===== config.mk =====
export PLATFORM = sky130hd
export DESIGN_NAME = ile_ctrl
export DESIGN_NICKNAME = d
export VERILOG_FILES = /design/src/rtl/assert_macros.svh /design/src/rtl/ile_pkg.sv /design/src/rtl/ile_ctrl.sv
export SDC_FILE = /design/constraint.sdc
export NUM_CORES = 1
export LEC_CHECK = 0
export BUFFER_PORTS_ARGS = -buffer_cell sky130_fd_sc_hd__buf_2
export CAP_MARGIN = 5
export CORE_AREA = 2 2 113 115
export DETAILED_ROUTE_END_ITERATION = 8
export DIE_AREA = 0 0 115 117
export GPL_ROUTABILITY_DRIVEN = 0
export PLACE_DENSITY_LB_ADDON = 0.1
export SLEW_MARGIN = 20
export SYNTH_ARGS = -nofsm -noshare
export SYNTH_HDL_FRONTEND = slang
export SYNTH_SLANG_ARGS = --single-unit

===== constraint.sdc =====
create_clock -name clk -period 3.4 [get_ports clk]
set_clock_uncertainty 0.15 [all_clocks]
set_input_delay 0.51 -clock clk [delete_from_list [all_inputs] [get_ports clk]]
set_output_delay 0.51 -clock clk [all_outputs]
set_load 0.01 [all_outputs]

===== src/rtl/assert_macros.svh =====
// Assertion macros for the RTL files of the indexed list engine.
// No dependencies; take in by `include where assertions are written.
`ifndef ASSERT_MACROS_SVH
`define ASSERT_MACROS_SVH

// Same-cycle implication, checked out of reset
`define ASSERT_IMP(lbl, clk, rst_n, ante, cons, msg) \
  lbl: assert property (@(posedge clk) disable iff (!rst_n) (ante) |-> (cons)) else $error(msg);

// Next-cycle implication, checked out of reset
`define ASSERT_NXT(lbl, clk, rst_n, ante, cons, msg) \
  lbl: assert property (@(posedge clk) disable iff (!rst_n) (ante) |=> (cons)) else $error(msg);

`endif


===== src/rtl/ile_pkg.sv =====
// Package for the indexed list engine: sizes, operation and status codes,
// item and control structs. No dependencies.
`default_nettype none

package ile_pkg;

  // List capacity and word width
  localparam int DEPTH     = 64;
  localparam int ELEM_BITS = 32;
  localparam int IDX_W     = $clog2(DEPTH);
  localparam int CNT_W     = IDX_W + 1;

  // Operation codes
  localparam logic [2:0] KIND_INSERT = 3'd0;
  localparam logic [2:0] KIND_REMOVE = 3'd1;
  localparam logic [2:0] KIND_GET    = 3'd2;
  localparam logic [2:0] KIND_SET    = 3'd3;
  localparam logic [2:0] KIND_SWAP   = 3'd4;
  localparam logic [2:0] KIND_FIND   = 3'd5;
  localparam logic [2:0] KIND_CLEAR  = 3'd6;

  // Status codes
  localparam logic [2:0] STAT_OK       = 3'd0;
  localparam logic [2:0] STAT_RANGE    = 3'd1;
  localparam logic [2:0] STAT_FULL     = 3'd2;
  localparam logic [2:0] STAT_SAME     = 3'd3;
  localparam logic [2:0] STAT_NOTFOUND = 3'd4;

  typedef struct packed {
    logic [2:0]  kind;
    logic [6:0]  index;
    logic [5:0]  second_index;
    logic [31:0] value;
  } in_item_t;

  typedef struct packed {
    logic [2:0]  status;
    logic [31:0] data;
    logic [5:0]  position;
    logic [6:0]  count;
  } out_item_t;

  // Broadcast from the controller to every cell
  typedef struct packed {
    logic                 apply;
    logic [2:0]           kind;
    logic [6:0]           index;
    logic [IDX_W-1:0]     second_index;
    logic [ELEM_BITS-1:0] value;
    logic [CNT_W-1:0]     count;
    logic [ELEM_BITS-1:0] rd_a;
    logic [ELEM_BITS-1:0] rd_b;
  } cell_ctrl_t;

  // Per-cell contribution to the read and search trees
  typedef struct packed {
    logic [ELEM_BITS-1:0] tap_a;
    logic [ELEM_BITS-1:0] tap_b;
    logic                 match;
  } cell_tap_t;

  // Reduced read and search results
  typedef struct packed {
    logic [ELEM_BITS-1:0] rd_a;
    logic [ELEM_BITS-1:0] rd_b;
    logic                 found;
    logic [IDX_W-1:0]     position;
  } reduce_res_t;

  typedef enum logic [1:0] {
    ST_IDLE,
    ST_SCAN,
    ST_REDUCE,
    ST_APPLY
  } state_t;

endpackage

`default_nettype wire


===== src/rtl/ile_ctrl.sv =====
// Sequencer of the list: takes items, checks bounds, drives the cells,
// keeps the fill count and registers the result. Uses ile_pkg.
`default_nettype none

module ile_ctrl
  import ile_pkg::*;
(
  input  wire logic        clk,
  input  wire logic        rst_n,
  input  wire logic        start,
  input  wire in_item_t    in_item,
  output      logic        busy,
  input  wire reduce_res_t res,
  output      cell_ctrl_t  cell_ctrl,
  output      logic        out_valid,
  output      out_item_t   out_item
);

  state_t          state_r, state_nxt;
  in_item_t        cmd_r;
  logic [2:0]      pre_status_r, pre_status_nxt;
  logic [CNT_W-1:0] count_r, count_nxt;
  logic            out_valid_r, out_valid_nxt;
  out_item_t       out_item_r, out_item_nxt;
  logic            accept;

  assign accept = start && !busy;

  // Next state
  always_comb begin
    state_nxt = state_r;
    unique case (state_r)
      ST_IDLE:   if (start) state_nxt = ST_SCAN;
      ST_SCAN:   state_nxt = ST_REDUCE;
      ST_REDUCE: state_nxt = ST_APPLY;
      ST_APPLY:  state_nxt = ST_IDLE;
      default:   state_nxt = ST_IDLE;
    endcase
  end

  // Bounds and capacity checks on the incoming item
  always_comb begin
    pre_status_nxt = STAT_OK;
    unique case (in_item.kind) inside
      KIND_INSERT: begin
        if (in_item.index > count_r) pre_status_nxt = STAT_RANGE;
        else if (count_r >= CNT_W'(DEPTH)) pre_status_nxt = STAT_FULL;
      end
      KIND_REMOVE, KIND_GET, KIND_SET: begin
        if (in_item.index >= count_r) pre_status_nxt = STAT_RANGE;
      end
      KIND_SWAP: begin
        if (in_item.index == {1'b0, in_item.second_index}) pre_status_nxt = STAT_SAME;
        else if ((in_item.index >= count_r) || ({1'b0, in_item.second_index} >= count_r))
          pre_status_nxt = STAT_RANGE;
      end
      KIND_FIND, KIND_CLEAR: pre_status_nxt = STAT_OK;
      default: pre_status_nxt = STAT_RANGE;
    endcase
  end

  // Outputs: handshake, cell broadcast and the result of the apply step
  always_comb begin
    busy                   = (state_r != ST_IDLE);
    cell_ctrl.apply        = (state_r == ST_APPLY) && (pre_status_r == STAT_OK);
    cell_ctrl.kind         = cmd_r.kind;
    cell_ctrl.index        = cmd_r.index;
    cell_ctrl.second_index = cmd_r.second_index;
    cell_ctrl.value        = cmd_r.value[ELEM_BITS-1:0];
    cell_ctrl.count        = count_r;
    cell_ctrl.rd_a         = res.rd_a;
    cell_ctrl.rd_b         = res.rd_b;

    count_nxt     = count_r;
    out_valid_nxt = 1'b0;
    out_item_nxt  = out_item_r;
    if (state_r == ST_APPLY) begin
      out_valid_nxt         = 1'b1;
      out_item_nxt.status   = pre_status_r;
      out_item_nxt.data     = '0;
      out_item_nxt.position = '0;
      if (pre_status_r == STAT_OK) begin
        case (cmd_r.kind)
          KIND_INSERT: count_nxt = count_r + 1'b1;
          KIND_REMOVE: begin
            count_nxt         = count_r - 1'b1;
            out_item_nxt.data = 32'(res.rd_a);
          end
          KIND_GET:   out_item_nxt.data = 32'(res.rd_a);
          KIND_FIND: begin
            if (res.found) out_item_nxt.position = 6'(res.position);
            else out_item_nxt.status = STAT_NOTFOUND;
          end
          KIND_CLEAR: count_nxt = '0;
          default:    count_nxt = count_r;
        endcase
      end
      out_item_nxt.count = 7'(count_nxt);
    end
  end

  // Control state
  always_ff @(posedge clk) begin
    if (!rst_n) begin
      state_r     <= ST_IDLE;
      count_r     <= '0;
      out_valid_r <= 1'b0;
    end else begin
      state_r     <= state_nxt;
      count_r     <= count_nxt;
      out_valid_r <= out_valid_nxt;
    end
  end

  // Payload: latch the item on accept, hold the result
  always_ff @(posedge clk) begin
    if (accept) begin
      cmd_r        <= in_item;
      pre_status_r <= pre_status_nxt;
    end
    out_item_r <= out_item_nxt;
  end

  assign out_valid = out_valid_r;
  assign out_item  = out_item_r;

endmodule

`default_nettype wire


**Word level (Yosys, flattened, before mapping)**

Cells that the tools add are included.

- Equality and inequality tests: 15
- Order comparisons: 4
- Shifts and indexed selects: 0
- Mux-type cells: 17
- Multiply operators: 0
- Reductions and logical operators: 14
- Add/subtract/negate cells: 2
- Bitwise gates (word level): 0
- Divide/modulo/power cells: 0

Operator list:

| kind | count |
|---|---|
| 2-to-1 mux 41 bit | 1 |
| 2-to-1 mux 32 bit | 1 |
| one-hot mux 7 bit (3 select lines) | 1 |
| == test 3 bit (second input constant) | 5 |
| 2-to-1 mux 6 bit | 2 |
| one-hot mux 3 bit (4 select lines) | 1 |
| == test 3 x 2 -> 1 bit (second input constant) | 3 |
| logical NOT 3 bit | 3 |
| 2-to-1 mux 3 bit | 3 |
| one-hot mux 2 bit (4 select lines) | 1 |
| adder 7 x 1 -> 7 bit (second input constant) | 1 |
| == test 7 x 6 -> 1 bit | 1 |
| >= comparator 6 x 7 -> 1 bit | 1 |
| >= comparator 7 bit | 1 |
| >= comparator 7 bit (second input constant) | 1 |
| greater-than comparator 7 bit | 1 |
| 2-to-1 mux 7 bit | 1 |
| subtractor 7 x 1 -> 7 bit (second input constant) | 1 |
| == test 3 x 1 -> 1 bit (second input constant) | 2 |
| 2-to-1 mux 2 bit | 3 |
| == test 2 bit (second input constant) | 2 |
| OR reduction 2 bit | 2 |
| 2-to-1 mux 1 bit | 3 |
| AND reduction 3 bit | 1 |
| other kinds (9) | 10 |

- Logic and storage cells: 64
- Latch bits: 0
- Bits in writable memories: 0
- Bits in registers: 109
- Output and inout port bits: 170
- Input bits: 122
- Memories: 0
- Memory bits (read-only): 0

**Depth between registers and ports, before layout**

- Depth in word-level cells: 5
- Mapped depth: 10
- Depth with buffers taken out: 8

**Worst setup path before layout**

No wires, ideal clock.

- Kind: register to output
- Start point: register state_r[1]
- End point: output cell_ctrl[119] (netlist name)
- Buffers on the path: 0
- Path slack: 0.799 ns
- Arrival: 1.941 ns
- Cell stages (with the launch flop): 3
- Required time: 2.740 ns
- Cells stage by stage: dfxtp_1 -> ha_1 -> and2_1

RTL lines:

| element | RTL line | text |
|---|---|---|
| from (decl) | ile_ctrl.sv:19 | `state_t state_r, state_nxt;` |
| from (signal assigned) | ile_ctrl.sv:109 | `state_r <= state_nxt;` |
| to (decl) | ile_ctrl.sv:14 | `output cell_ctrl_t cell_ctrl,` |

**Final worst setup path**

- Start point: register cmd_r (netlist bit cell_ctrl[118])
- End point: register out_item_r (netlist bit out_item[6]), data pin

- Cells in the longest elaborated chain, start to end: 3
- Elaborated cells between the ends (all ways): 5
- Those cells by class: eq/ne (2); mux (2); reduce/logical (1)

Ends and longest elaborated chain:

| element | RTL line | text |
|---|---|---|
| from (decl) | ile_ctrl.sv:20 | `in_item_t cmd_r;` |
| from (signal assigned) | ile_ctrl.sv:118 | `cmd_r <= in_item;` |
| == test 3 bit (tied with other cells) | ile_ctrl.sv:83 | `case (cmd_r.kind)` |
| one-hot mux 7 bit (3 select lines) * | ile_ctrl.sv:83 |  |
| 2-to-1 mux 7 bit * | ile_ctrl.sv:82 | `if (pre_status_r == STAT_OK) begin` |
| to (signal assigned) | ile_ctrl.sv:121 | `out_item_r <= out_item_nxt;` |
| to (decl) | ile_ctrl.sv:24 | `out_item_t out_item_r, out_item_nxt;` |

Mark *: on every way between the ends. The rest lies on a longest branch, timed or not.
A chain may end at the register's enable or synchronous reset.

==> flow_summary_export.csv <==
group,metric,value,unit
floorplan,dieArea,13500,um^2
logic_synthesis,synth-seq-cells,108,
floorplan,die_w,115,um
floorplan,die_h,117,um
floorplan,core,12300,um^2
logic_synthesis,syn-instance-count,381,
worst_setup_path,critPathMaxStageDelay,0.53,ns
timing,hold_viol_final,0,
worst_setup_path,required,3.34,ns
drt,drt-wirelength-per-cell,15.9,um
clock_network,cts.repair.resized,0,
logic_synthesis,synth_top_flop_cell,"edfxtp_1",
worst_setup_path,slowest_stage,"or3b_1",
clock_network,cts_tree,"done",
worst_setup_path,cp_common_cell,"nand2_1",
place,dp_hpwl,8530,um
global_routing,grt_pass1_vias,2997,
place,portBuffers,227,
finish,syn2layout_area_growth,22.7,%
power,p_leak,0.00263,uW
drt,initialDrtViolationCount,172,
worst_setup_path,reg2reg_slack,0.87,ns
drt,first_pass_iters,4,
finish,drive_gt1_share,45.5,%
global_routing,grt_pass1_wl,16100,um
power,powerDensity,580,nW/um^2
logic_synthesis,avgSynthCellArea,13.0,um^2
clock_network,htreeDepth,3,
job,cap_violations,0,
drt,post-route-drc-count,0,
drt,vias,3352,
power,max-vdd-ir-drop,0.000306,V
global_routing,grt_usage,16.0,%
clock_network,clockRootBuffer,"clkbuf_16",
clock_network,cts_sinks,108,
global_routing,grt_overflow,0,
floorplan,ios,292,
drt,ant_nets,0,
global_routing,grt_start_max_net_pins,32,
logic_synthesis,synth_area,4960,um^2
logic_synthesis,seq_area_frac_synth,63.4,%
logic_synthesis,yosys_warnings,0,
timing,slew_violations,0,
worst_setup_path,cp-start-kind,"flip-flop",
timing,setup_violations,0,
logic_synthesis,synthArstFlopShare,0,%
clock_network,numCtsBuffers,9,
worst_setup_path,endpoint_kind,"flip-flop",
timing,max_freq,395,MHz
worst_setup_path,path_cells,"or3b_1 -> nand2_1 -> nand2_1 -> ha_1 -> a31oi_1 -> a2bb2oi_1 -> or3_1 -> o211ai_1",
clock_network,clk_pin_slew,0.07,ns
drt,viasPerCell,4.76,
timing,setup_ws,0.866,ns
status,status,"completed",
min_path,hold_class,"primary input to flip-flop",
logic_synthesis,syn_nets,522,
global_routing,antenna_found_initial,0,
timing,relSlewSlack,37.9,%
finish,final_nets,690,
worst_setup_path,cp_max_fo,9,
clock_network,cts_setup_buffers,0,
floorplan,initial_utilization,40.3,%
worst_setup_path,path_class,"flip-flop to flip-flop",
clock_network,clk_latency,0.35,ns
timing,post-route-period-util,74.5,%
clock_network,ctsHoldBuffers,0,
timing,worst_pin_slew,0.923,ns
finish,mostFrequentLayoutCell,"buf_2",
logic_synthesis,synth_cell_type_count,48,
timing,tns,0,ns
worst_setup_path,cp.arrival,2.48,ns
clock_network,clock_path_buffers,2,
floorplan,fp-row-count,41,
timing,rsz0062_at_grt,"false",
finish,mostFrequentLayoutCells,"227 x buf_2, 98 x edfxtp_1, 35 x and2_1",
place,dp_slack,0.893,ns
timing,min_period,2.53,ns
finish,antenna_cells,0,
drt,drt_wl_total,11200,um
logic_synthesis,synth_edf_count,98,
-- cell families (layout without fill, tap and decap cells) --
group / count (synthesis) / count (layout) / share of synthesized area, %
buffers and inverters: 96 / 269 / 12.5
AND/OR/NAND/NOR: 100 / 100 / 11.3
XOR/XNOR: 8 / 8 / 1.41
AO/OA/AOI/OAI: 48 / 48 / 6.19
flip-flops: 108 / 108 / 63.4
adder cells (fa/ha/maj): 19 / 19 / 4.80
multiplexers: 2 / 2 / 0.404
-- sequential cells by signal (all words and copies together) (netlist names) --
signal        flops
pre_status_r      2
out_valid         1
state_r           2
cell_ctrl        48
count_r           7
out_item         48
-- worst max-delay path: cells and delay by family (launching register included) --
| family | cells | cell delay (ns) |
|---|---|---|
| AO/OA/AOI/OAI | 3 | 0.53 |
| flip-flops | 1 | 0.52 |
| AND/OR/NAND/NOR | 4 | 0.83 |
| adder cells (fa/ha/maj) | 1 | 0.24 |
-- cell type report --
type                    count  area (um^2)
clock buffers              12          236
fillers                  1158         6230
repair buffers            230         1170
flip-flops and latches    108         3140
multi-input cells         177         1200
clock inverters             4         50.0
well taps                 150          188
inverters                  23         87.6
-- report_power, final --
part	total [uW]	leakage, uW	internal [uW]	switching (uW)
logic	709	0.00150	270	439
registers	1780	0.00100	1710	65.9
clock network	1040	0.000133	571	469
total	3530	0.00263	2550	974
-- Yosys cell counts (all sizes together), types with 8 or more instances --
cell	count	share of area, %
nand3	9	0.91
o21ai	12	1.2
edfxtp	98	59
nor2	18	1.4
nand2	14	1.1
buf	67	10
nor4	8	1.1
inv	21	1.6
a21oi	13	1.3
dfxtp	10	4.0
ha	19	4.8
and2	36	4.5
-- through the flow --
step	std cells	hold slack, ns	power, uW	instance area [um^2]	utilization [%]
final	704	0.181	3530	6080	49.4
after global routing	704	0.169	3690	6080	49.4
after CTS	704	0.164	3580	6080	49.4
after detailed placement	688	0.367	2540	5790	47.1
after global placement	688	0.359	2520	5790	47.1
after floorplan	381	0.345	2250	4960	-
-- layer usage --
metal	wire (um)	share of wire (%)	vias to the layer above	GRT usage (%)
li1	-	-	1624	-
met1	4560	41	1560	18.8
met2	5480	49	124	27.0
met3	696	6.2	44	2.88
met4	427	3.8	0	10.6
met5	0	0	-	0
-- worst paths after layout --
| path | from | endpoint | cells after the start |
|---|---|---|---|
| hold reg to reg | count_r[5] | count_r[5] | 2 |
| setup / recovery | cell_ctrl[118] | out_item[6] | 8 |
| hold / removal | in_item[21] | cell_ctrl[92] | 1 |
| setup reg to reg | cell_ctrl[118] | out_item[6] | 8 |
(Power assumes the default switching activity.)
