File: src/rtl/assert_macros.svh
// Assertion macros for the RTL files of the indexed list engine.
// No dependencies; take in by `include where assertions are written.
`ifndef ASSERT_MACROS_SVH
`define ASSERT_MACROS_SVH

// Same-cycle implication, checked out of reset
`define ASSERT_IMP(lbl, clk, rst_n, ante, cons, msg) \
  lbl: assert property (@(posedge clk) disable iff (!rst_n) (ante) |-> (cons)) else $error(msg);

// Next-cycle implication, checked out of reset
`define ASSERT_NXT(lbl, clk, rst_n, ante, cons, msg) \
  lbl: assert property (@(posedge clk) disable iff (!rst_n) (ante) |=> (cons)) else $error(msg);

`endif

File: src/rtl/ile_pkg.sv
// Package for the indexed list engine: sizes, operation and status codes,
// item and control structs. No dependencies.
`default_nettype none

package ile_pkg;

  // List capacity and word width
  localparam int DEPTH     = 64;
  localparam int ELEM_BITS = 32;
  localparam int IDX_W     = $clog2(DEPTH);
  localparam int CNT_W     = IDX_W + 1;

  // Operation codes
  localparam logic [2:0] KIND_INSERT = 3'd0;
  localparam logic [2:0] KIND_REMOVE = 3'd1;
  localparam logic [2:0] KIND_GET    = 3'd2;
  localparam logic [2:0] KIND_SET    = 3'd3;
  localparam logic [2:0] KIND_SWAP   = 3'd4;
  localparam logic [2:0] KIND_FIND   = 3'd5;
  localparam logic [2:0] KIND_CLEAR  = 3'd6;

  // Status codes
  localparam logic [2:0] STAT_OK       = 3'd0;
  localparam logic [2:0] STAT_RANGE    = 3'd1;
  localparam logic [2:0] STAT_FULL     = 3'd2;
  localparam logic [2:0] STAT_SAME     = 3'd3;
  localparam logic [2:0] STAT_NOTFOUND = 3'd4;

  typedef struct packed {
    logic [2:0]  kind;
    logic [6:0]  index;
    logic [5:0]  second_index;
    logic [31:0] value;
  } in_item_t;

  typedef struct packed {
    logic [2:0]  status;
    logic [31:0] data;
    logic [5:0]  position;
    logic [6:0]  count;
  } out_item_t;

  // Broadcast from the controller to every cell
  typedef struct packed {
    logic                 apply;
    logic [2:0]           kind;
    logic [6:0]           index;
    logic [IDX_W-1:0]     second_index;
    logic [ELEM_BITS-1:0] value;
    logic [CNT_W-1:0]     count;
    logic [ELEM_BITS-1:0] rd_a;
    logic [ELEM_BITS-1:0] rd_b;
  } cell_ctrl_t;

  // Per-cell contribution to the read and search trees
  typedef struct packed {
    logic [ELEM_BITS-1:0] tap_a;
    logic [ELEM_BITS-1:0] tap_b;
    logic                 match;
  } cell_tap_t;

  // Reduced read and search results
  typedef struct packed {
    logic [ELEM_BITS-1:0] rd_a;
    logic [ELEM_BITS-1:0] rd_b;
    logic                 found;
    logic [IDX_W-1:0]     position;
  } reduce_res_t;

  typedef enum logic [1:0] {
    ST_IDLE,
    ST_SCAN,
    ST_REDUCE,
    ST_APPLY
  } state_t;

endpackage

`default_nettype wire

File: src/rtl/ile_cell.sv
// One cell of the list: holds one entry, shifts to and from its neighbours,
// and offers its word and match bit to the reduction trees. Uses ile_pkg.
`default_nettype none

module ile_cell
  import ile_pkg::*;
(
  input  wire logic                 clk,
  input  wire logic [IDX_W-1:0]     cell_idx,
  input  wire cell_ctrl_t           ctrl,
  input  wire logic [ELEM_BITS-1:0] left_entry,
  input  wire logic [ELEM_BITS-1:0] right_entry,
  output      logic [ELEM_BITS-1:0] entry,
  output      cell_tap_t            tap
);

  logic [ELEM_BITS-1:0] entry_r, entry_nxt;
  cell_tap_t            tap_r, tap_nxt;
  logic                 idx_hit, idx2_hit, above;

  assign idx_hit  = (ctrl.index == {1'b0, cell_idx});
  assign idx2_hit = (ctrl.second_index == cell_idx);
  assign above    = ({1'b0, cell_idx} > ctrl.index);

  // Update the entry for the operation being applied
  always_comb begin
    entry_nxt = entry_r;
    if (ctrl.apply) begin
      case (ctrl.kind)
        KIND_INSERT: begin
          if (idx_hit) entry_nxt = ctrl.value;
          else if (above) entry_nxt = left_entry;
        end
        KIND_REMOVE: begin
          if (idx_hit || above) entry_nxt = right_entry;
        end
        KIND_SET: begin
          if (idx_hit) entry_nxt = ctrl.value;
        end
        KIND_SWAP: begin
          if (idx_hit) entry_nxt = ctrl.rd_b;
          else if (idx2_hit) entry_nxt = ctrl.rd_a;
        end
        default: entry_nxt = entry_r;
      endcase
    end
  end

  // Offer the word at the addressed positions and the search match
  always_comb begin
    tap_nxt.tap_a = idx_hit  ? entry_r : '0;
    tap_nxt.tap_b = idx2_hit ? entry_r : '0;
    tap_nxt.match = ({1'b0, cell_idx} < ctrl.count) && (entry_r == ctrl.value);
  end

  always_ff @(posedge clk) begin
    entry_r <= entry_nxt;
    tap_r   <= tap_nxt;
  end

  assign entry = entry_r;
  assign tap   = tap_r;

endmodule

`default_nettype wire

File: config.mk
export PLATFORM = sky130hd
export DESIGN_NAME = ile_cell
export DESIGN_NICKNAME = d
export VERILOG_FILES = /design/src/rtl/assert_macros.svh /design/src/rtl/ile_pkg.sv /design/src/rtl/ile_cell.sv
export SDC_FILE = /design/constraint.sdc
export NUM_CORES = 1
export LEC_CHECK = 0
export BUFFER_PORTS_ARGS = -buffer_cell sky130_fd_sc_hd__buf_2
export CORE_AREA = 2 2 130 132
export DETAILED_ROUTE_END_ITERATION = 10
export DIE_AREA = 0 0 132 134
export PLACE_DENSITY = 0.64
export SLEW_MARGIN = 10
export SYNTH_ARGS = -nofsm -noshare
export SYNTH_HDL_FRONTEND = slang
export SYNTH_SLANG_ARGS = --single-unit
File: constraint.sdc
create_clock -name clk -period 3.23 [get_ports clk]
set_input_delay 0.323 -clock clk [delete_from_list [all_inputs] [get_ports clk]]
set_output_delay 0.323 -clock clk [all_outputs]
set_load 0.01 [all_outputs]
Word-level counts from Yosys, hierarchy flattened. Cells that the tools add are included. Widths: inputs -> output; s select.

Register bits after elaboration: 97. Word-level logic and storage cells: 28.

Reduce and logical (&&, ||, !) cells: 5. Muxes and demuxes: 7. Order comparisons: 2. Equal/unequal tests: 10.

Operators by type and width (count): $mux 32 (6); $pmux 32 s4 (1); $eq 32x32->1 (1); $eq 7x6->1 (1); $gt 6x7->1 (1); $lt 6x7->1 (1); $eq 6x6->1 (1); $ne 3x3->1 const B (2); $reduce_and 6->1 (1); $ne 2x2->1 const B (2); $reduce_bool 4->1 (1); $eq 3x1->1 const B (1); $eq 3x2->1 const B (1); $eq 3x3->1 const B (1); $logic_not 3->1 (1); $logic_and 1x1->1 (1); $logic_or 1x1->1 (1).

Logic depth before layout (Yosys ltp). Gate-level depths: netlist of run 1.

Depth after elaboration: 4. Mapped depth: 7.

Least setup slack after synthesis of run 1. No wires, ideal clock.

Kind: input to register. Start point: input ctrl[113] (netlist bit). End point: register entry_r[0], in the netlist entry[0], enable pin. Setup time: 0.404 ns. Arrival: 1.972 ns. Cell stages on the path: 7. Path slack: 0.854 ns. Cells stage by stage: inv_1 ha_1 a21oi_2 nor3b_1 or4_1 o221a_1 o211a_1.

Cells in the longest elaborated chain, start to end: 4. Elaborated cells between the ends (all ways): 8. Those cells by class: 1 x order compare; 5 x eq/ne; 2 x reduce/logical.

Ends and longest elaborated chain: from (decl) (line ile_cell.sv:10) `input wire cell_ctrl_t ctrl,`; $gt 6x7->1 / $eq 7x6->1 (equally long branches) (line ile_cell.sv:23, ile_cell.sv:21); $logic_or 1x1->1 (line ile_cell.sv:35) `if (idx_hit || above) entry_nxt = right_entry;`; $ne 2x2->1 (no source line); $reduce_and 6->1 (no source line) (*); to (signal assigned) (line ile_cell.sv:57) `entry_r <= entry_nxt;`; to (decl) (line ile_cell.sv:17) `logic [ELEM_BITS-1:0] entry_r, entry_nxt;`.

Every way passes the cells marked *; elsewhere a longest branch is shown, timed or not. A chain may end at the register's enable or synchronous reset.

Worst setup path in the final report of run 1.
Start point: input cell_idx[4]. End point: register entry_r[5], in the netlist entry[5], enable pin.

Cells in the longest elaborated chain, start to end: 4. Elaborated cells between the ends (all ways): 9. Those cells by class: 1 x order compare; 6 x eq/ne; 2 x reduce/logical.

Ends and longest elaborated chain: from (decl) (line ile_cell.sv:9) `input wire logic [IDX_W-1:0] cell_idx,`; $gt 6x7->1 / $eq 7x6->1 (equally long branches) (line ile_cell.sv:23, ile_cell.sv:21); $logic_or 1x1->1 (line ile_cell.sv:35); $ne 2x2->1 (no source line); $reduce_and 6->1 (no source line) (*).

Marks and branches as above.

==> impl_results.md, run 1 <==
* Outcome: complete, no violations
* Wire length of the first global-routing pass at roughly 24000 um
* Clk root buf: clkbuf_16
* Initial antenna violation count at 0
* Final Util at 0.4137
* Commonest non-fill, non-tap cell in the layout: buf_2
* Synth area leader: dfxtp_1
* Post-synthesis cell type count at 38
* Fmax at roughly 460 MHz
* Post-Syn Area at 4770 sq um
* DP Cell Count at approximately 900
* Largest net degree at the start of global routing at just under 100
* Fill cells at 1634
* WS Path Type: input port to register
* Worst hold margin at approximately 290 ps
* Hold_buf cts at 0
* Die X at between 100 and 150 um
* I/O Buffers at approximately 290
* Adder-Cell Fraction of Synth Area at 0.02886
* Core ar. at between 15000 and 20000 sq um
* Final Slew Violations at 0
* Overall Power at ~2.9 mW
* Largest family of logic cells by synthesized area: multiplexers
* Final setup skew at 9.691 ps
* Ys Warns at 0
* Antenna Nets Post-Route at 0
* Layout Nets at ~900
* CP Capture Type: register
* Detailed Route Iter0 Violations at around 200
* Die ar. at 17690 sq um
* CTS tree: done
* Xor and xnor area share after synthesis at 0.06978
* Initial Util at 0.2928
* DRC Markers at 0
* Top Ports at between 200 and 300
* Yosys reg bits at just under 100
* CP Data Required Time at about 3200 ps
* Overall global routing resource usage at 0.1779
* Worst VDD drop at between 0.2 and 0.25 mV
* Final worst path period need at around 2200 ps
* Die Span Y at around 130 um
* Placer congestion estimate at 0.7629
* Worst slew margin at 0.3474
* CTS resizes at 0
* DR vias at roughly 4300
* Worst-Margin Slew at 978.9 ps
* Final Cycle Share at 0.6746
* Seq/Total Area, Yosys at 0.4743
* Synth Area in Compound Gates at 0.1251
* Mux contribution to synthesized area at 0.1343
* Routed vias/inst at about 4.7
* Hold WC Path Type: input port to register
* Setup Viol. Count Final at 0
* Maxcap violations at 0
* Worst-path fanout max at 32
* 1st-pass router iterations at 4
* Clock slew seen by the registers of the worst setup and hold paths at roughly 70 ps
* Arr. time, crit path at about 2200 ps
* Detailed placer's ending HPWL at roughly 12000 um
* Dominant cells by area after synthesis: dfxtp_1 27%, edfxtp_1 20%, mux2i_1 13%
* Drt wl/cell at about 18 um
* Cell count after synthesis at roughly 420
* Setup repair bufs after CTS at 0
* CTS H-tree depth at 3
* Post-synthesis simple-gate area fraction at 0.1267
* Drt total wl at 16140 um
* Endpoints failing hold at 0
* CTS max path bufs at 2
* Row cnt at 47
* Sink Count at 97
* Share of cells above drive strength 1 at 0.4527
* Most frequent cells in the layout: 287 x buf_2, 65 x dfxtp_1, 64 x mux2i_1, 64 x and2_1, 34 x xor2_1
* Syn_nets at about 620
* Post-Route Setup TNS at 0 ps
* Power per cell area at roughly 440 nW/um^2
* RSZ-0062 raised after global routing: no
* Vias in the first global route at 4349
* Clk_lat worst skew at around 350 ps
* Grt total ovfl at 0
* CTS buffer count at 9
* Area Growth Syn to Fin at 41.29%
* Synthesized area per cell at 11.49 sq um
* N_diodes at 0
* CP Launch Type: input port
* Share of Yosys cell area claimed by the top area cell type at 0.2728
* Final non-filler cell total at slightly above 900
* Leakage at approximately 3.0 nW
-- cells by family after synthesis --
group,Yosys count
AO/OA/AOI/OAI,75
adder cells (fa/ha/maj),11
buffers and inverters,38
flip-flops,97
AND/OR/NAND/NOR,92
multiplexers,64
XOR/XNOR,38
-- synth_stat cells --
master,count
clkbuf_2,3
o211a_1,1
a21oi_2,1
edfxtp_1,32
buf_1,3
dfxtp_1,65
buf_4,1
mux2i_1,64
o21ai_0,1
nand2b_1,1
ha_1,11
inv_1,13
a21oi_1,4
o221a_1,1
or4_1,1
xnor2_1,4
nor2_1,3
o22ai_1,1
nor4_1,8
o221ai_1,32
nor2b_1,1
nor2_8,1
and2_1,64
nand2_1,2
nor3_1,1
nor3_2,1
a21o_1,2
a22oi_1,32
xor2_1,34
buf_6,6
nand3b_1,1
nand2b_2,1
nand4b_1,1
nand4b_4,1
nand4_1,3
nand3_1,1
nor3b_1,1
clkbuf_1,12
-- critical path: stages --
cell and delay, ps:
buf_2 120, ha_1 350, a21oi_2 70, nor3b_1 170
or4_1 130, o221a_1 160, o211a_2 820
-- area by class of cell --
cell class | count | area [sq um] | area share
tap | 220 | 275.3 | 0.04085
timing repair buffer | 292 | 1499 | 0.2224
clock buffer | 10 | 250.2 | 0.03713
sequential | 97 | 2262 | 0.3357
clock inverter | 6 | 70.07 | 0.01040
inverter | 13 | 48.80 | 0.007241
multi-input combinational | 280 | 2333 | 0.3463
-- per-layer routing --
layer	global-route usage	vias to the layer above	routed length, um	part of all wire
li1	-	2099	-	-
met1	0.2200	2031	6946	0.43
met2	0.3073	198	7818	0.48
met3	0.04082	16	1106	0.069
met4	0.05737	0	272	0.017
met5	0	-	0	0
-- power breakdown --
part | total (mW) | internal [mW] | switching [mW] | leakage (nW)
Sequential | 1.35 | 1.31 | 0.0401 | 0.812
Clock | 1.15 | 0.657 | 0.493 | 0.157
Combinational | 0.447 | 0.212 | 0.235 | 2.07
-- metrics by stage --
| stage | cell area [sq um] | setup WS [ps] |
|---|---|---|
| 2_1_floorplan | 4770 | 853.8 |
| 3_3_place_gp | 6419 | 690.3 |
| 3_5_place_dp | 6419 | 664.0 |
| 4_1_cts | 6739 | 1032 |
| 5_1_grt | 6739 | 913.4 |
| 6_report | 6739 | 1051 |
-- state kept, by name, summed over array words and instances (netlist names) --
name and flops:
tap 65, entry 32
-- final timing paths --
path | startpoint | endpoint | slack, ps | cells past startpoint
hold reg to reg | entry[9] | tap[10] | 550 | 1
setup reg to reg | entry[24] | tap[0] | 1630 | 4
setup / recovery | cell_idx[4] | entry[5] | 1050 | 7
hold / removal | right_entry[30] | entry[30] | 290 | 3
No activity file was read; power rests on OpenSTA's default activity.
==> run 2: changes to the inputs <==
Settings changed: ABC_AREA from default to 1, CORE_AREA 2 2 130 132 to 2 2 132 134, DIE_AREA 0 0 132 134 to 0 0 134 136.
Clock period 3.23 ns to 2.05 ns, I/O delays scaled along.
==> run 2 against run 1 <==
Net effect:
- clock skew is 2.8 ps lower
- routed wire length is 22% higher
- critical endpoint is now entry[23]
- sequential power up 57%
- utilization grew 0.36 points
- flip-flop and latch count stayed put
- setup slack got worse by 580 ps
- die area rose by 3.0%
- critical path depth grew 1
- count of clock-buffer cells in the layout shrank 1
==> impl_results.md, run 2 <==
* WS Path Type: input port to register
* Cell count after synthesis at 634 (+53%)
* Crit path max-delay cell type: nor2_4
* Synth area leader: dfxtp_1
* Syn_nets at 836 (+35%)
* Seq/Total Area, Yosys at 0.4543 (-0.02002)
* Setup Viol. Count Final at 0 (unchanged)
* CP Data Required Time at 2270 ps (-930 ps)
* Initial antenna violation count at 2 (+2)
* Dpl cell area at 6713 sq um (+4.6%)
* Worst VDD drop at 0.3609 mV (+49%)
* Post-Route Setup TNS at 0 ps (unchanged)
* Vias in the first global route at 5139 (+18%)
* RSZ-0062 raised after global routing: no
* Hold_buf cts at 0 (unchanged)
* Outcome: complete, no violations
* Count leader, synth: nor2_1
* Final Slew Violations at 0 (unchanged)
* Grt total ovfl at 0 (unchanged)
* Final Cycle Share at 0.7700
* DP Cell Count at 1129 (+25%)
* Endpoints failing hold at 0 (unchanged)
* Die Span Y at 136 um (+1.5%)
* Hold Path Depth at 3 (unchanged)
* Number of synthesized flops with an enable pin at 32 (unchanged)
* Drt total wl at 19660 um (+22%)
* Worst-path fanout max at 32 (unchanged)
* Worst R2R Path Depth at 7 (+3)
* Buf/Inv on CP at 3 (+2)
* Clk_lat worst skew at 350 ps (about the same)
* Core ar. at 16880 sq um (+3.6%)
* Yosys reg bits at 97 (unchanged)
* Power per cell area at 681.5 nW/um^2 (+56%)
* Final setup skew at 6.894 ps (-2.796 ps)
* Post-Syn Area at 4980 sq um (+4.4%)
* Layout Nets at 1117 (+25%)
* FF-to-FF Start: entry[3]
* Clock slew seen by the registers of the worst setup and hold paths at 70 ps (about the same)
* I/O Buffers at 287 (unchanged)
* Commonest non-fill, non-tap cell in the layout: buf_2
* Crit path cell chain: buf_2 -> inv_2 -> nand2_1 -> inv_1 -> nor2_4 -> o21ai_0 -> o21bai_1 -> nand3_1
* Routed vias/inst at 4.707 (-0.53%)
* Antenna Nets Post-Route at 0 (unchanged)
* Worst setup margin at 471.6 ps (-579.5 ps)
* Hold WC Path Type: input port to register
* Share of synthesized registers carrying an async set or reset at 0 (unchanged)
* Share of cells above drive strength 1 at 0.3554 (-0.09729)
* Maxcap violations at 0 (unchanged)
* R2R Setup Slk at 590 ps (-1040 ps)
* Hold worst-path end: entry[24]
* Largest net degree at the start of global routing at 51 (-47%)
* Worst-Margin Slew at 888.6 ps (-90.29 ps)
* Synth Flop Type: dfxtp_1
* Synthesized area per cell at 7.855 sq um (-32%)
* Share of Yosys cell area claimed by the top area cell type at 0.2613 (-0.01152)
* Fill cells at 1764 (+8.0%)
* CTS max path bufs at 2 (unchanged)
* CTS H-tree depth at 3 (unchanged)
* Overall Power at 4.799 mW (+63%)
* Arr. time, crit path at 1800 ps (-350 ps)
* Post-synthesis cell type count at 29 (-24%)
* Initial Util at 0.2951 (+0.002274)
* Overall global routing resource usage at 0.2090 (+0.03112)
* Flip-flop count of the largest register after layout at 65 (unchanged)
* Leakage at 3.628 nW (+19%)
* Reg-to-reg endpoint: tap[0]
* Area Growth Syn to Fin at 41.41% (about the same)
* Final non-filler cell total at 1147 (+25%)
* CTS tree: done
* Placer congestion estimate at 0.8659 (+14%)
* Detailed Route Iter0 Violations at 349 (+76%)
* CTS buffer count at 9 (unchanged)
* Top Ports at 288 (unchanged)
* Final worst path period need at between 1500 and 2000 ps
* CP Launch Type: input port
* Fmax at between 600 and 700 MHz
* Sink Count at 97 (unchanged)
* Drt wl/cell at 17.14 um (-2.6%)
* Cell area after layout at 7042 sq um (+4.5%)
* Largest delay share family, worst path: simple AND/OR/NAND/NOR gates
* CP Capture Type: register
* Most frequent cells in the layout: 287 x buf_2, 118 x nor2_1, 100 x nand2_1, 81 x inv_1, 65 x dfxtp_1
* Area occupied by multi-input gates at 2246 sq um (-3.8%)
* Register area at 2262 sq um (unchanged)
* DRC Markers at 0 (unchanged)
* Worst slew margin at 0.4062 (+0.05879)
* Hold Crit Start: left_entry[24]
* Die X at 134 um (+1.5%)
* Die ar. at 18220 sq um (+3.0%)
* Detailed placer's ending HPWL at 15420 um (+27%)
* Critical path's largest stage delay at 700 ps (-120 ps)
* Dominant cells by area after synthesis: dfxtp_1 26%, edfxtp_1 19%, nor2_1 9.0%
* 1st-pass router iterations at 5 (+1)
* Synth top cells by count: 119 x nor2_1, 100 x nand2_1, 81 x inv_1, 65 x dfxtp_1, 44 x o211ai_1
* Clk root buf: clkbuf_16
* Row cnt at 48 (+2.1%)
* DR vias at 5399 (+24%)
* Setup repair bufs after CTS at 0 (unchanged)
* CTS resizes at 0 (unchanged)
* DP Worst Slack at 108.5 ps (-555.5 ps)
* Ys Warns at 0 (unchanged)
* Wire length of the first global-routing pass at 28500 um (+18%)
[run 2: changes by cell type after synthesis, moves of 17 or more]
cell      before  now
mux2i_1       64    0
xor2_1        34    1
inv_1         13   81
o211ai_1       0   44
and2_1        64    0
o221ai_1      32    0
o21bai_1       0   20
buf_2          0   17
o21ai_0        1   41
nand2_1        2  100
nor2_1         3  119
[run 2: routing by layer]
metal / track usage / vias to the layer above / routed length (um)
met5: 0 / - / 7
met4: 0.06974 / 2 / 311
met3: 0.04847 / 21 / 1420
met2: 0.3584 / 228 / 9621
met1: 0.2589 / 2473 / 8294
li1: - / 2675 / -
[run 2: tightest hold or removal path, delay by kind of cell]
kind / cells / cell delay, ps
buffers and inverters: 1 / 80
AO/OA/AOI/OAI: 1 / 60
AND/OR/NAND/NOR: 1 / 60
[run 2: through the flow]
| stage | hold WS [ps] | util |
|---|---|---|
| after global placement | 506.2 | 0.3978 |
| after floorplan | 417.5 | - |
| after detailed placement | 515.0 | 0.3978 |
| after global routing | 164.6 | 0.4170 |
| final | 158.8 | 0.4173 |
| after CTS | 144.1 | 0.4170 |
[run 2: kinds of logic (layout without fill, tap and decap cells)]
group	count (synthesis)	in the layout	synth area share
and+or+nand+nor	246	246	0.1972
AOI/OAI and AO/OA	159	159	0.2088
buffers and inverters	115	401	0.1015
DFF	97	97	0.4543
adders and majority gates	11	11	0.02764
xor gates and xnor gates	6	6	0.01055
other	0	2	0
[run 2: worst max-delay path by stage]
stage                     start        end  slack [ps]  cells after the start
floorplan             ctrl[111]   entry[0]          10                      8
global placement    cell_idx[2]  entry[21]         120                      9
detailed placement    ctrl[118]  entry[23]         110                      8
CTS                   ctrl[118]  entry[23]         480                      8
global route          ctrl[118]  entry[23]         300                      8
finish                ctrl[118]  entry[23]         470                      8
[run 2: where the power goes]
part | internal (mW) | leakage [nW] | switching (mW)
Clock | 1.08 | 0.157 | 0.800
Sequential | 2.07 | 0.812 | 0.0516
Combinational | 0.349 | 2.66 | 0.451
[run 2: area by class of cell]
| class | instances | area share |
|---|---|---|
| diodes | 2 | 0.0007107 |
| repair buffers | 302 | 0.2289 |
| flip-flops and latches | 97 | 0.3213 |
| clock inverters | 7 | 0.01404 |
| well taps | 225 | 0.03998 |
| clock buffers | 9 | 0.03198 |
| inverters | 83 | 0.04424 |
| multi-input cells | 422 | 0.3189 |
==> run 3: changes to the inputs <==
Clock period 2.05 ns to 1.6 ns, I/O delays scaled along.
==> run 3 against run 2 <==
Net effect:
- combinational power increased by 36%
- register-to-register slack got worse by 410 ps
- die area unchanged
- setup slack worse by 360 ps
- via count grew 0.28%
- utilization rose by 1.6 points
- flip-flop and latch count unchanged
- routed wire length is 1.7% lower
- global-route usage decreased by 0.67 points
- critical endpoint is now entry[31]
==> impl_results.md, run 3 (synthesized netlist as in run 2, its figures left out) <==
* Share of cells above drive strength 1 at 0.3849 (+0.02951)
* CTS max path bufs at 2 (unchanged)
* Post-Route Setup TNS at 0 ps (unchanged)
* Drt wl/cell at 16.54 um (-3.5%)
* I/O Buffers at 287 (unchanged)
* Commonest non-fill, non-tap cell in the layout: buf_2
* Overall global routing resource usage at 0.2023 (-0.006734)
* Overall Power at 6.109 mW (+27%)
* Final Util at 0.4333 (+0.01609)
* Leakage at 3.734 nW (+2.9%)
* Hold_buf cts at 0 (unchanged)
* Final non-filler cell total at 1168 (+1.8%)
* Clk_lat worst skew at 350 ps (about the same)
* Power per cell area at 835.4 nW/um^2 (+23%)
* Worst VDD drop at 0.6037 mV (+67%)
* Placer congestion estimate at 0.8264 (-4.6%)
* Hold Crit Start: left_entry[17]
* Fill cells at 1766 (+0.11%)
* CTS H-tree depth at 3 (unchanged)
* CP Launch Type: input port
* FF-to-FF Start: entry[23]
* Vias in the first global route at 5131 (-0.16%)
* Die X at 134 um (unchanged)
* Maxcap violations at 0 (unchanged)
* Crit path cell chain: buf_2 -> inv_12 -> ha_4 -> nand2_1 -> nor2_2 -> nand2_4 -> buf_4 -> buf_4 -> o21ai_1 -> o211ai_1
* Drt total wl at 19310 um (-1.7%)
* Clk root buf: clkbuf_16
* CTS resizes at 0 (unchanged)
* WS Path Type: input port to register
* DP Worst Slack at -259.5 ps (-368.0 ps)
* Worst hold margin at 119.1 ps (-39.70 ps)
* Top Usage Layer GRT: met2
* Reg-to-reg endpoint: tap[0]
* Seq pwr share at 0.444 (+0.003)
* Critical path's largest stage delay at 250 ps (-450 ps)
* Endpoints failing hold at 0 (unchanged)
* Global routing usage on met1 at 0.2555 (-0.003390)
* DR vias at 5414 (+0.28%)
* Sw Pwr at 1.618 mW (+24%)
* Top Ports at 288 (unchanged)
* Core ar. at 16880 sq um (unchanged)
* Crit path max-delay cell type: ha_4
* Outcome: complete, no violations
* Die Span Y at 136 um (unchanged)
* Comb pwr share at 0.178 (+0.011)
* Most frequent cells in the layout: 287 x buf_2, 116 x nor2_1, 99 x nand2_1, 75 x inv_1, 65 x dfxtp_1
* Sink Count at 97 (unchanged)
* Met2 usage at 0.3510 (-0.007407)
* Hold worst-path end: entry[17]
* Most Frequent Cell on Critical Path: buf_4
* Final Cycle Share at 0.9276
* Die ar. at 18220 sq um (unchanged)
* CP Data Required Time at 1690 ps (-580 ps)
* Setup Viol. Count Final at 0 (unchanged)
* Worst-path fanout max at 29 (-9.4%)
* Arr. time, crit path at 1570 ps (-230 ps)
* CTS buffer count at 9 (unchanged)
* Hold Path Depth at 3 (unchanged)
* CTS tree: done
* Detailed Route Iter0 Violations at 318 (-8.9%)
* Switching Fraction at 0.2649 (-0.006516)
* Wire length of the first global-routing pass at 27990 um (-1.8%)
* RSZ-0062 raised after global routing: no
* Worst setup margin at 115.9 ps (-355.7 ps)
* Final Slew Violations at 0 (unchanged)
* Worst R2R Path Depth at 7 (unchanged)
* Final worst path period need at about 1500 ps
* Largest net degree at the start of global routing at 41 (-20%)
* Detailed placer's ending HPWL at 15430 um (about the same)
* Layout Nets at 1140 (+2.1%)
* Flip-flop count of the largest register after layout at 65 (unchanged)
* Clock slew seen by the registers of the worst setup and hold paths at 60 ps (about the same)
* 1st-pass router iterations at 7 (+2)
* Fmax at 673.8 MHz
* DP Cell Count at 1151 (+1.9%)
* Routed vias/inst at 4.635 (-1.5%)
* Initial Util at 0.2951 (unchanged)
* Final setup skew at 9.455 ps (+2.560 ps)
* Grt total ovfl at 0 (unchanged)
* Clk pwr share at 0.378 (-0.014)
* DRC Markers at 0 (unchanged)
* Row cnt at 48 (unchanged)
* Hold WC Path Type: input port to register
* N_diodes at 0 (-2)
* Worst slew margin at 0.4037 (-0.002470)
* Area Growth Syn to Fin at 46.86%
* GRT met3 Usage at 0.04623 (-0.002237)
* Antenna Nets Post-Route at 0 (unchanged)
* Dpl cell area at 6983 sq um (+4.0%)
* Setup repair bufs after CTS at 0 (unchanged)
* Initial antenna violation count at 0 (-2)
* Worst-Margin Slew at 892.3 ps (+3.696 ps)
* Register area at 2262 sq um (unchanged)
* CP Capture Type: register
* R2R Setup Slk at 180 ps (-410 ps)
* P_int at 4.491 mW (+28%)
* Area occupied by multi-input gates at 2340 sq um (+4.2%)
* Cell area after layout at 7313 sq um (+3.9%)
[run 3: changes by cell type in the layout (fill, tap and decap cells not counted), sizes merged]
cell	delta
bufinv	-1
inv	-2
nor2	+1
diode	-2
clkinvlp	-1
clkbuf	+4
buf	+22
[run 3: power by group through the flow]
stage	sequential (mW)	combinational, mW	clock [mW]
floorplan	2.79	0.477	0
global placement	2.77	1.09	0
detailed placement	2.77	1.09	0
CTS	2.71	1.10	2.34
global route	2.72	1.22	2.44
finish	2.71	1.09	2.31
[run 3: routing by layer]
metal | part of all wire | wire length (um)
met5 | 0 | 0
met4 | 0.0099 | 192
met3 | 0.077 | 1488
met2 | 0.48 | 9361
met1 | 0.43 | 8272
[run 3: worst max-delay path by stage]
stage	start	to
floorplan	ctrl[112]	entry[0]
global placement	ctrl[112]	entry[31]
detailed placement	ctrl[112]	entry[31]
CTS	ctrl[112]	entry[31]
global route	ctrl[112]	entry[10]
finish	ctrl[112]	entry[31]
[run 3: cell type report]
cell class	instances	area share
multi-input cells	423	0.3199
flip-flops and latches	97	0.3093
repair buffers	324	0.2429
inverters	83	0.04602
well taps	225	0.03849
clock buffers	13	0.03713
clock inverters	3	0.006159
[run 3: critical path, delay by kind of cell]
| kind | cells | cell delay [ps] |
|---|---|---|
| buffers and inverters | 4 | 590 |
| and+or+nand+nor | 3 | 290 |
| AOI/OAI and AO/OA | 2 | 270 |
| adders and majority gates | 1 | 250 |
